<file path="src/rtl/core/mh64_pkg.sv">
// ----------------------------------------------------------------------------
// MurmurHash64B package
// Shared constants, datapath operation codes and controller/datapath structs.
// ----------------------------------------------------------------------------
package mh64_pkg;

    localparam logic [31:0] MIX_M      = 32'h5bd1_e995;
    localparam logic [31:0] SEED_RESET = 32'hEE6B_27EB;
    localparam int unsigned MIX_R      = 24;
    localparam int unsigned FIN_R1     = 18;
    localparam int unsigned FIN_R2     = 22;
    localparam int unsigned FIN_R3     = 17;
    localparam int unsigned FIN_R4     = 19;

    typedef enum logic [3:0] {
        OP_NOP,
        OP_LOAD,
        OP_K2,
        OP_FOLD,
        OP_TAIL,
        OP_F1,
        OP_F2,
        OP_F3,
        OP_F4
    } t_op;

    typedef struct packed {
        t_op op;
    } t_dp_cmd;

    typedef struct packed {
        logic in_full;
        logic in_tail;
        logic in_last;
        logic last;
    } t_dp_stat;

endpackage

</file>
<file path="src/rtl/core/mh64_dpath.sv">
// ----------------------------------------------------------------------------
// MurmurHash64B datapath
// Hash halves, word register and one shared 32x32 multiplier (low product).
// ----------------------------------------------------------------------------
module mh64_dpath (
    input  logic                  i_clk,
    input  logic                  i_rst_n,
    input  logic                  i_cfg_we,
    input  logic [31:0]           i_cfg_seed,
    input  logic [31:0]           i_data_word,
    input  logic [2:0]            i_byte_count,
    input  logic                  i_last_word,
    input  logic [30:0]           i_message_length,
    input  mh64_pkg::t_dp_cmd     i_cmd,
    output mh64_pkg::t_dp_stat    o_stat,
    output logic [63:0]           o_hash_value
);

    logic [31:0] r_seed;
    logic [31:0] r_h1, n_h1;
    logic [31:0] r_h2, n_h2;
    logic [31:0] r_k,  n_k;
    logic        r_sel, n_sel;
    logic        r_in_msg, n_in_msg;
    logic        r_last, n_last;
    logic [63:0] r_hash, n_hash;

    logic [31:0] mul_a;
    logic [31:0] prod;
    logic [31:0] in_mask;
    logic [31:0] h1_start;

    always_comb begin
        unique case (i_byte_count[1:0])
            2'd1:    in_mask = 32'h0000_00ff;
            2'd2:    in_mask = 32'h0000_ffff;
            2'd3:    in_mask = 32'h00ff_ffff;
            default: in_mask = 32'h0000_0000;
        endcase
    end

    assign o_stat.in_full = i_byte_count[2];
    assign o_stat.in_tail = !i_byte_count[2] && (i_byte_count[1:0] != 2'd0);
    assign o_stat.in_last = i_last_word;
    assign o_stat.last    = r_last;

    assign h1_start = r_seed ^ {1'b0, i_message_length};

    always_comb begin
        unique case (i_cmd.op)
            mh64_pkg::OP_LOAD: mul_a = i_data_word;
            mh64_pkg::OP_K2:   mul_a = r_k ^ (r_k >> mh64_pkg::MIX_R);
            mh64_pkg::OP_FOLD: mul_a = r_sel ? r_h2 : r_h1;
            mh64_pkg::OP_TAIL: mul_a = r_h2 ^ r_k;
            mh64_pkg::OP_F1:   mul_a = r_h1 ^ (r_h2 >> mh64_pkg::FIN_R1);
            mh64_pkg::OP_F2:   mul_a = r_h2 ^ (r_h1 >> mh64_pkg::FIN_R2);
            mh64_pkg::OP_F3:   mul_a = r_h1 ^ (r_h2 >> mh64_pkg::FIN_R3);
            mh64_pkg::OP_F4:   mul_a = r_h2 ^ (r_h1 >> mh64_pkg::FIN_R4);
            default:           mul_a = '0;
        endcase
    end

    assign prod = mul_a * mh64_pkg::MIX_M;

    always_comb begin
        n_h1     = r_h1;
        n_h2     = r_h2;
        n_k      = r_k;
        n_sel    = r_sel;
        n_in_msg = r_in_msg;
        n_last   = r_last;
        n_hash   = r_hash;
        unique case (i_cmd.op)
            mh64_pkg::OP_LOAD: begin
                if (!r_in_msg) begin
                    n_h1  = h1_start;
                    n_h2  = '0;
                    n_sel = 1'b0;
                end
                n_in_msg = 1'b1;
                n_last   = i_last_word;
                n_k      = i_byte_count[2] ? prod : (i_data_word & in_mask);
            end
            mh64_pkg::OP_K2: n_k = prod;
            mh64_pkg::OP_FOLD: begin
                if (r_sel) begin
                    n_h2 = prod ^ r_k;
                end else begin
                    n_h1 = prod ^ r_k;
                end
                n_sel = !r_sel;
            end
            mh64_pkg::OP_TAIL: n_h2 = prod;
            mh64_pkg::OP_F1:   n_h1 = prod;
            mh64_pkg::OP_F2:   n_h2 = prod;
            mh64_pkg::OP_F3:   n_h1 = prod;
            mh64_pkg::OP_F4: begin
                n_h2     = prod;
                n_hash   = {r_h1, prod};
                n_in_msg = 1'b0;
            end
            default: ;
        endcase
    end

    always_ff @(posedge i_clk) begin
        if (!i_rst_n) begin
            r_seed   <= mh64_pkg::SEED_RESET;
            r_sel    <= 1'b0;
            r_in_msg <= 1'b0;
            r_last   <= 1'b0;
        end else begin
            if (i_cfg_we) begin
                r_seed <= i_cfg_seed;
            end
            r_sel    <= n_sel;
            r_in_msg <= n_in_msg;
            r_last   <= n_last;
        end
    end

    always_ff @(posedge i_clk) begin
        r_h1   <= n_h1;
        r_h2   <= n_h2;
        r_k    <= n_k;
        r_hash <= n_hash;
    end

    assign o_hash_value = r_hash;

    a_fold_toggles: assert property (@(posedge i_clk) disable iff (!i_rst_n)
        (i_cmd.op == mh64_pkg::OP_FOLD) |=> (r_sel != $past(r_sel)))
        else $error("half select did not toggle after fold");

    a_fin_ends_msg: assert property (@(posedge i_clk) disable iff (!i_rst_n)
        (i_cmd.op == mh64_pkg::OP_F4) |=> !r_in_msg)
        else $error("message still open after finalization");

    a_load_opens_msg: assert property (@(posedge i_clk) disable iff (!i_rst_n)
        (i_cmd.op == mh64_pkg::OP_LOAD) |=> r_in_msg)
        else $error("message not open after load");

endmodule

</file>
<file path="src/rtl/core/mh64_ctrl.sv">
// ----------------------------------------------------------------------------
// MurmurHash64B controller
// Sequences datapath operations per transaction and owns the output valid.
// ----------------------------------------------------------------------------
module mh64_ctrl (
    input  logic                  i_clk,
    input  logic                  i_rst_n,
    input  logic                  i_in_valid,
    output logic                  o_in_stall,
    output logic                  o_out_valid,
    input  logic                  i_out_stall,
    input  mh64_pkg::t_dp_stat    i_stat,
    output mh64_pkg::t_dp_cmd     o_cmd
);

    localparam logic [2:0] S_IDLE = 3'd0;
    localparam logic [2:0] S_K2   = 3'd1;
    localparam logic [2:0] S_FOLD = 3'd2;
    localparam logic [2:0] S_TAIL = 3'd3;
    localparam logic [2:0] S_F1   = 3'd4;
    localparam logic [2:0] S_F2   = 3'd5;
    localparam logic [2:0] S_F3   = 3'd6;
    localparam logic [2:0] S_F4   = 3'd7;

    logic [2:0] r_state, n_state;
    logic       r_out_valid, n_out_valid;
    logic       in_acc;
    logic       out_free;

    assign o_in_stall = (r_state != S_IDLE);
    assign in_acc     = i_in_valid && (r_state == S_IDLE);
    assign out_free   = !r_out_valid || !i_out_stall;

    always_comb begin
        n_state     = r_state;
        o_cmd.op    = mh64_pkg::OP_NOP;
        n_out_valid = r_out_valid && i_out_stall;
        unique case (r_state)
            S_IDLE: begin
                if (in_acc) begin
                    o_cmd.op = mh64_pkg::OP_LOAD;
                    priority if (i_stat.in_full) begin
                        n_state = S_K2;
                    end else if (i_stat.in_tail) begin
                        n_state = S_TAIL;
                    end else if (i_stat.in_last) begin
                        n_state = S_F1;
                    end else begin
                        n_state = S_IDLE;
                    end
                end
            end
            S_K2: begin
                o_cmd.op = mh64_pkg::OP_K2;
                n_state  = S_FOLD;
            end
            S_FOLD: begin
                o_cmd.op = mh64_pkg::OP_FOLD;
                n_state  = i_stat.last ? S_F1 : S_IDLE;
            end
            S_TAIL: begin
                o_cmd.op = mh64_pkg::OP_TAIL;
                n_state  = i_stat.last ? S_F1 : S_IDLE;
            end
            S_F1: begin
                o_cmd.op = mh64_pkg::OP_F1;
                n_state  = S_F2;
            end
            S_F2: begin
                o_cmd.op = mh64_pkg::OP_F2;
                n_state  = S_F3;
            end
            S_F3: begin
                o_cmd.op = mh64_pkg::OP_F3;
                n_state  = S_F4;
            end
            S_F4: begin
                if (out_free) begin
                    o_cmd.op    = mh64_pkg::OP_F4;
                    n_state     = S_IDLE;
                    n_out_valid = 1'b1;
                end
            end
            default: n_state = S_IDLE;
        endcase
    end

    always_ff @(posedge i_clk) begin
        if (!i_rst_n) begin
            r_state     <= S_IDLE;
            r_out_valid <= 1'b0;
        end else begin
            r_state     <= n_state;
            r_out_valid <= n_out_valid;
        end
    end

    assign o_out_valid = r_out_valid;

    a_f4_waits: assert property (@(posedge i_clk) disable iff (!i_rst_n)
        (r_state == S_F4 && r_out_valid && i_out_stall) |=> (r_state == S_F4))
        else $error("finalization left while output held");

    a_empty_to_fin: assert property (@(posedge i_clk) disable iff (!i_rst_n)
        (in_acc && !i_stat.in_full && !i_stat.in_tail && i_stat.in_last)
        |=> (r_state == S_F1))
        else $error("empty last transaction skipped finalization");

    a_result_from_f4: assert property (@(posedge i_clk) disable iff (!i_rst_n)
        $rose(o_out_valid) |-> ($past(r_state) == S_F4))
        else $error("result raised outside finalization");

endmodule

</file>
<file path="src/rtl/core/murmur_hash_64b_unit.sv">
// ----------------------------------------------------------------------------
// MurmurHash64B unit
// Streaming 64-bit MurmurHash64B over 32-bit little-endian message words.
//
//   channel  direction  handshake                 payload
//   in       input      i_in_valid / o_in_stall   data_word, byte_count,
//                                                 last_word, message_length
//   out      output     o_out_valid / i_out_stall hash_value
//   cfg      input      i_cfg_valid / o_cfg_ready seed
//
// Full word: load, K2 and fold steps; short tail: load and tail steps;
// empty item: load step only. A last transaction adds steps F1 to F4.
// The steps share the single 32x32 multiplier, one product a cycle.
// Synchronous active-low reset; seed returns to 0xEE6B27EB.
// The result sits in an output register; a held result only stalls the next
// finalization.
// ----------------------------------------------------------------------------
module murmur_hash_64b_unit (
    input  logic        i_clk,
    input  logic        i_rst_n,
    input  logic        i_in_valid,
    output logic        o_in_stall,
    input  logic [31:0] i_data_word,
    input  logic [2:0]  i_byte_count,
    input  logic        i_last_word,
    input  logic [30:0] i_message_length,
    output logic        o_out_valid,
    input  logic        i_out_stall,
    output logic [63:0] o_hash_value,
    input  logic        i_cfg_valid,
    output logic        o_cfg_ready,
    input  logic [31:0] i_cfg_seed
);

    mh64_pkg::t_dp_cmd  cmd;
    mh64_pkg::t_dp_stat stat;

    assign o_cfg_ready = 1'b1;

    mh64_ctrl u_ctrl (
        .i_clk       (i_clk),
        .i_rst_n     (i_rst_n),
        .i_in_valid  (i_in_valid),
        .o_in_stall  (o_in_stall),
        .o_out_valid (o_out_valid),
        .i_out_stall (i_out_stall),
        .i_stat      (stat),
        .o_cmd       (cmd)
    );

    mh64_dpath u_dpath (
        .i_clk            (i_clk),
        .i_rst_n          (i_rst_n),
        .i_cfg_we         (i_cfg_valid && o_cfg_ready),
        .i_cfg_seed       (i_cfg_seed),
        .i_data_word      (i_data_word),
        .i_byte_count     (i_byte_count),
        .i_last_word      (i_last_word),
        .i_message_length (i_message_length),
        .i_cmd            (cmd),
        .o_stat           (stat),
        .o_hash_value     (o_hash_value)
    );

endmodule
</file>
<file path="config.mk">
export PLATFORM = sky130hd
export DESIGN_NAME = murmur_hash_64b_unit
export DESIGN_NICKNAME = d
export VERILOG_FILES = /design/src/rtl/core/mh64_pkg.sv /design/src/rtl/core/mh64_dpath.sv /design/src/rtl/core/mh64_ctrl.sv /design/src/rtl/core/murmur_hash_64b_unit.sv
export SDC_FILE = /design/constraint.sdc
export NUM_CORES = 1
export LEC_CHECK = 0
export BUFFER_PORTS_ARGS = -buffer_cell sky130_fd_sc_hd__buf_4
export CAP_MARGIN = 5
export CORE_MARGIN = 3
export CORE_UTILIZATION = 60
export DETAILED_ROUTE_END_ITERATION = 8
export PLACE_DENSITY = 0.84
export SETUP_SLACK_MARGIN = 0.15
export SKIP_LAST_GASP = 1
export SYNTH_ARGS = -nofsm -noshare
export SYNTH_HDL_FRONTEND = slang
export SYNTH_SLANG_ARGS = --single-unit
</file>
<file path="constraint.sdc">
create_clock -name i_clk -period 24.2 [get_ports i_clk]
set_input_delay 4.84 -clock i_clk [delete_from_list [all_inputs] [get_ports i_clk]]
set_output_delay 4.84 -clock i_clk [all_outputs]
set_load 0.03 [all_outputs]
</file>
* Word-level counts from Yosys, hierarchy flattened *
Index checks and enable logic that the tools add are counted.

word-level totals
  register bits after elaboration = 199
  input port bits = 104
  output and inout bits = 67
  logic and storage cells = 92

cells by class
  $mul = 1
  equality and inequality tests = 23
  mux-type cells = 26
  bitwise gates (word level) = 9
  reductions and logical operators = 23

operators by type and width
  kind                      number
  $pmux W32 S8              1
  $mux W32                  6
  $pmux W32 S3              2
  $pmux W24 S3              1
  $pmux W32 S2              1
  $xor A32 B32 Y32          2
  $and A32 B32 Y32          1
  $mul A32 B31 Y32 const B  1
  $pmux W4 S8               1
  $xor A32 B10 Y32          1
  $xor A32 B13 Y32          1
  $xor A32 B14 Y32          1
  $xor A32 B15 Y32          1
  $xor A32 B31 Y32          1
  $xor A32 B8 Y32           1
  $pmux W3 S7               1
  $mux W3                   6
  $eq A4 B3 Y1 const B      4
  $eq A3 B3 Y1 const B      4
  $reduce_bool A3 Y1        3
  $eq A4 B2 Y1 const B      2
  $reduce_bool A2 Y1        4
  $eq A3 B2 Y1 const B      2
  $ne A2 B1 Y1 const B      3
  other kinds (17)          31

* Logic depth before layout (Yosys ltp) *
  depth after elaboration = 10
  depth in mapped cells = 40
  mapped depth without buffers = 37

* Cells and area by module *
A second synthesis with hierarchy kept.

unflattened totals
  cells, all modules = 1,918
  area total of the unflattened synthesis = 19,449.9 µm²

by module, submodules not included
  module                instances  cells an instance  area an instance (µm²)  seq. area each (µm²)
  mh64_dpath            1          1,881              19,178.4                5,505.3
  mh64_ctrl             1          35                 260.2                   80.1
  murmur_hash_64b_unit  1          2                  11.3                    0.0

* Worst setup path after synthesis *
Ideal clock, no wire load.

  path type = input to register
  start = input i_in_valid
  end = register u_dpath.r_h2[27], data pin
  setup time = 0.271 ns
  arrival = 14.712 ns
  data required time = 23.929 ns
  slack = 9.217 ns
  cell stages on the path = 34
  buffers on the path = 2
  cell sequence = nand4bb_1 > nand2_1 > or3_1 > buf_6 > inv_4 > clkbuf_1 > a22oi_1 > o2111ai_1 > ha_1 > ha_1 > fa_1 > inv_1 > fa_1 > inv_1 > fa_1 > inv_1 > fa_1 > inv_1 > fa_1 > inv_1 > fa_1 > inv_1 > ha_1 > nand3_1 > nand2b_1 > nor3_1 > o21a_1 > or3_1 > a21o_1 > a21o_1 > a31oi_1 > xor2_1 > xor2_1 > o22ai_1

on the way
  word-level cells in the longest chain between the ends = 9
  elaborated cells between the ends (all ways) = 17
  those cells by class = mul: 1; eq/ne: 8; mux: 5; bitwise: 1; reduce/logical: 2

RTL lines
  item                                        line                                RTL
  from (decl)                                 murmur_hash_64b_unit.sv:21          input logic i_in_valid,
  $logic_and A1 B1 Y1 *                       mh64_ctrl.sv:31                     assign in_acc = i_in_valid && (r_state == S_IDLE);
  $mux W1 *                                   mh64_ctrl.sv:40                     if (in_acc) begin
  $pmux W4 S8 *                               mh64_ctrl.sv:38                     unique case (r_state)
  $eq A4 B4 Y1, or another cell as far along  mh64_dpath.sv:50, mh64_dpath.sv:73
  $pmux W32 S8                                mh64_dpath.sv:50                    unique case (i_cmd.op)
  $mul A32 B31 Y32                            mh64_dpath.sv:63                    assign prod = mul_a * mh64_pkg::MIX_M;
  $xor A32 B32 Y32                            mh64_dpath.sv:87                    n_h2 = prod ^ r_k;
  $mux W32                                    mh64_dpath.sv:86                    if (r_sel) begin
  $pmux W32 S3 *                              mh64_dpath.sv:73                    unique case (i_cmd.op)
  net u_dpath.n_h2[27]                        mh64_dpath.sv:21                    logic [31:0] r_h2, n_h2;
  to (signal assigned)                        mh64_dpath.sv:124                   r_h2 <= n_h2;
  to (decl)                                   mh64_dpath.sv:21

The timed path passes the listed nets; every way through them passes the cells marked *. The select of a mux whose other input is x is not followed.
A chain may end at the register's enable or synchronous reset.

* Worst setup path after layout *
  start = input i_in_valid
  end = register u_dpath.r_h1[27], data pin

on the way
  word-level cells in the longest chain between the ends = 9
  elaborated cells between the ends (all ways) = 17
  those cells by class = mul: 1; eq/ne: 8; mux: 5; bitwise: 1; reduce/logical: 2

RTL lines
  item                                        line               RTL
  $logic_and A1 B1 Y1 *                       mh64_ctrl.sv:31
  $mux W1 *                                   mh64_ctrl.sv:40
  $pmux W4 S8 *                               mh64_ctrl.sv:38
  $eq A4 B4 Y1, or another cell as far along  mh64_dpath.sv:50
  $pmux W32 S8                                mh64_dpath.sv:50
  $mul A32 B31 Y32                            mh64_dpath.sv:63
  $xor A32 B32 Y32                            mh64_dpath.sv:89   n_h1 = prod ^ r_k;
  $mux W32                                    mh64_dpath.sv:86
  $pmux W32 S3 *                              mh64_dpath.sv:73
  net u_dpath.n_h1[27]                        mh64_dpath.sv:20   logic [31:0] r_h1, n_h1;
  to (signal assigned)                        mh64_dpath.sv:123  r_h1 <= n_h1;
  to (decl)                                   mh64_dpath.sv:20

Marks and branches as above.

==> flow_summary_export.csv <==
group,metric,value,unit
clocking,ctsResizeCount,0,
critical_path,crit_type,"input pin to flop",
detailed_routing,postRouteAntennaNets,0,
yosys,synth_cell_types,79,
sta,period_needed,14530,ps
hold_path,hp-class,"flop to flop",
placement,dp_hpwl,46.9,mm
placement,port_buffers,169,
cells_and_area,drive_gt1_frac,0.124,
sta,period_share,0.600,
clocking,cts_hold_buf,0,
clocking,clk_path_buf_depth,2,
clocking,clkTransAtPathRegs,80,ps
global_route,grt_use_total,0.364,
clocking,clockRootBuffer,"clkbuf_16",
detailed_routing,wl,61.2,mm
detailed_routing,avgRoutedWirePerCell,24.9,um
yosys,ys_seq_area_frac,0.290,
detailed_routing,firstDrtPassIters,6,
floorplan,dieHeight,185,um
global_route,grt_pass1_wl,92.9,mm
floorplan,die-width,185,um
yosys,synth_edf_count,160,
clocking,worst_skew_pair.late_latency,470,ps
cells_and_area,most-common-layout-cells,"389 x inv_1, 221 x ha_1, 193 x buf_4",
floorplan,io-pin-count,171,
detailed_routing,drt_iter0_markers,1989,
detailed_routing,avgViaCountPerCell,6.28,
global_route,grt_max_degree,55,
run,maxCapViolCount,0,
placement,gp_routability_congestion,0.999,
yosys,ys_top_cells_by_area,"edfxtp_1 25%, fa_1 19%, ha_1 14%",
cells_and_area,insertedDiodeCount,0,
sta,finalMaxSlewViolations,0,
critical_path,path_common_cell,"fa_1",
critical_path,start_kind,"input pin",
sta,rsz0062_at_grt,"no",
clocking,cts_buffers,17,
critical_path,cp_num_buf_inv,7,
cells_and_area,layout.nets,2557,
clocking,cts_tree,"done",
run_status,status,"complete, no violations",
critical_path,arrival,14710,ps
critical_path,slowest_stage,"nand4_1",
yosys,ys.flop_type,"edfxtp_1",
detailed_routing,route.detailed.drc,0,
cells_and_area,syn2layout_area_growth,11.9,%
sta,slew_headroom,0.292,
detailed_routing,route.vias.total,15400,
yosys,synth_nets,2408,
critical_path,crit_family,"adder cells",
yosys,postSynthAreaPerCell,10.1,um2
cells_and_area,final_common_cell,"inv_1",
clocking,cts_setup_buffers,0,
clocking,cts.sinks,199,
global_route,grt_pass1_vias,16000,
critical_path,max_stage_delay,690,ps
sta,finalSetupTns,0,ps
yosys,yosysWarnings,0,
yosys,synth_cells,1902,
floorplan,initial_utilization,0.620,
critical_path,worstPathRequired,24380,ps
sta,fmax,68.8,MHz
sta,tightest_slew,1060,ps
floorplan,rows,64,
floorplan,die-area,34300,um2
critical_path,cp_max_fo,49,
yosys,ys_ff_latch,199,
yosys,syn-cell-area,19300,um2
yosys,yosysTopAreaCellShare,0.249,
sta,setup_viol_count_final,0,
critical_path,worst_setup_path_end_kind,"flop",
yosys,synth_top_area_cell,"edfxtp_1",
yosys,ys_async_sr_fraction,0,
global_route,overflow,0,
clocking,cts_htree_levels,4,
sta,finClkSkew,18.9,ps
global_route,antenna_found_initial,1,
sta,hold_viol_final,0,
floorplan,core_area,31100,um2
through the flow:
step | area, um2 | worst slack (ps) | util | hold slack [ps] | instances
6_report | 21500 | 9670 | 0.693 | 496 | 2459
3_3_place_gp | 21000 | 9700 | 0.675 | 472 | 2428
5_1_grt | 21500 | 9300 | 0.693 | 502 | 2459
4_1_cts | 21500 | 9840 | 0.693 | 490 | 2459
3_5_place_dp | 21000 | 9380 | 0.675 | 469 | 2428
2_1_floorplan | 19300 | 9220 | - | 425 | 1902
cell type report:
class | count | area (um2)
multi-input cells | 1250 | 12000
fillers | 2309 | 9520
flip-flops and latches | 199 | 5590
inverters | 390 | 1470
repair buffers | 193 | 1450
well taps | 396 | 495
clock buffers | 17 | 425
clock inverters | 14 | 159
sequential cells by signal, indices dropped and copies added, names as in the netlist:
| register | flops |
|---|---|
| u_dpath.o_hash_value | 64 |
| u_dpath.r_h1 | 32 |
| u_dpath.r_h2 | 32 |
| u_dpath.r_k | 32 |
| u_dpath.r_seed | 32 |
| u_ctrl.r_state | 3 |
| u_ctrl.o_out_valid | 1 |
| u_dpath.r_in_msg | 1 |
| u_dpath.r_last | 1 |
| u_dpath.r_sel | 1 |
cells by family after synthesis:
logic type                 count (synthesis)  share of synthesized area
buffers and inverters                    453                     0.0908
adders and majority gates                402                      0.332
AOI/OAI and AO/OA                        365                      0.127
and+or+nand+nor                          312                     0.0771
DFF                                      199                      0.290
xor gates and xnor gates                 137                     0.0656
muxes                                     33                     0.0172
other                                      1                   0.000195
cell usage after synthesis (20+ instances only):
library cell / n
xor2_1: 28
xnor2_1: 103
nor2_1: 75
clkbuf_1: 46
mux2i_1: 33
o21ai_0: 124
nand2_1: 112
fa_1: 181
nand3_1: 37
ha_1: 221
a21oi_1: 52
inv_1: 389
nor2b_1: 20
edfxtp_1: 160
dfxtp_1: 39
o221ai_1: 39
layer usage:
metal	part of all wire	track usage	routed length, um	vias up
li1	-	-	-	6730
met1	0.38	0.482	23500	7490
met2	0.46	0.581	28200	1011
met3	0.10	0.0721	6320	218
met4	0.052	0.175	3160	0
met5	0	0	0	-
final timing paths:
check,from,to,cells after the start,slack [ps]
setup / recovery,i_in_valid,u_dpath.r_h1[27],32,9670
hold / removal,u_dpath.r_h1[17],u_dpath.o_hash_value[49],0,500
setup reg to reg,u_ctrl.r_state[1],u_dpath.r_h1[27],33,13140
hold reg to reg,u_dpath.r_h1[17],u_dpath.o_hash_value[49],0,500
Power is left out: the tool's default activity adds up to more than one toggle a clock period on the data nets, which glitch-free logic cannot reach.
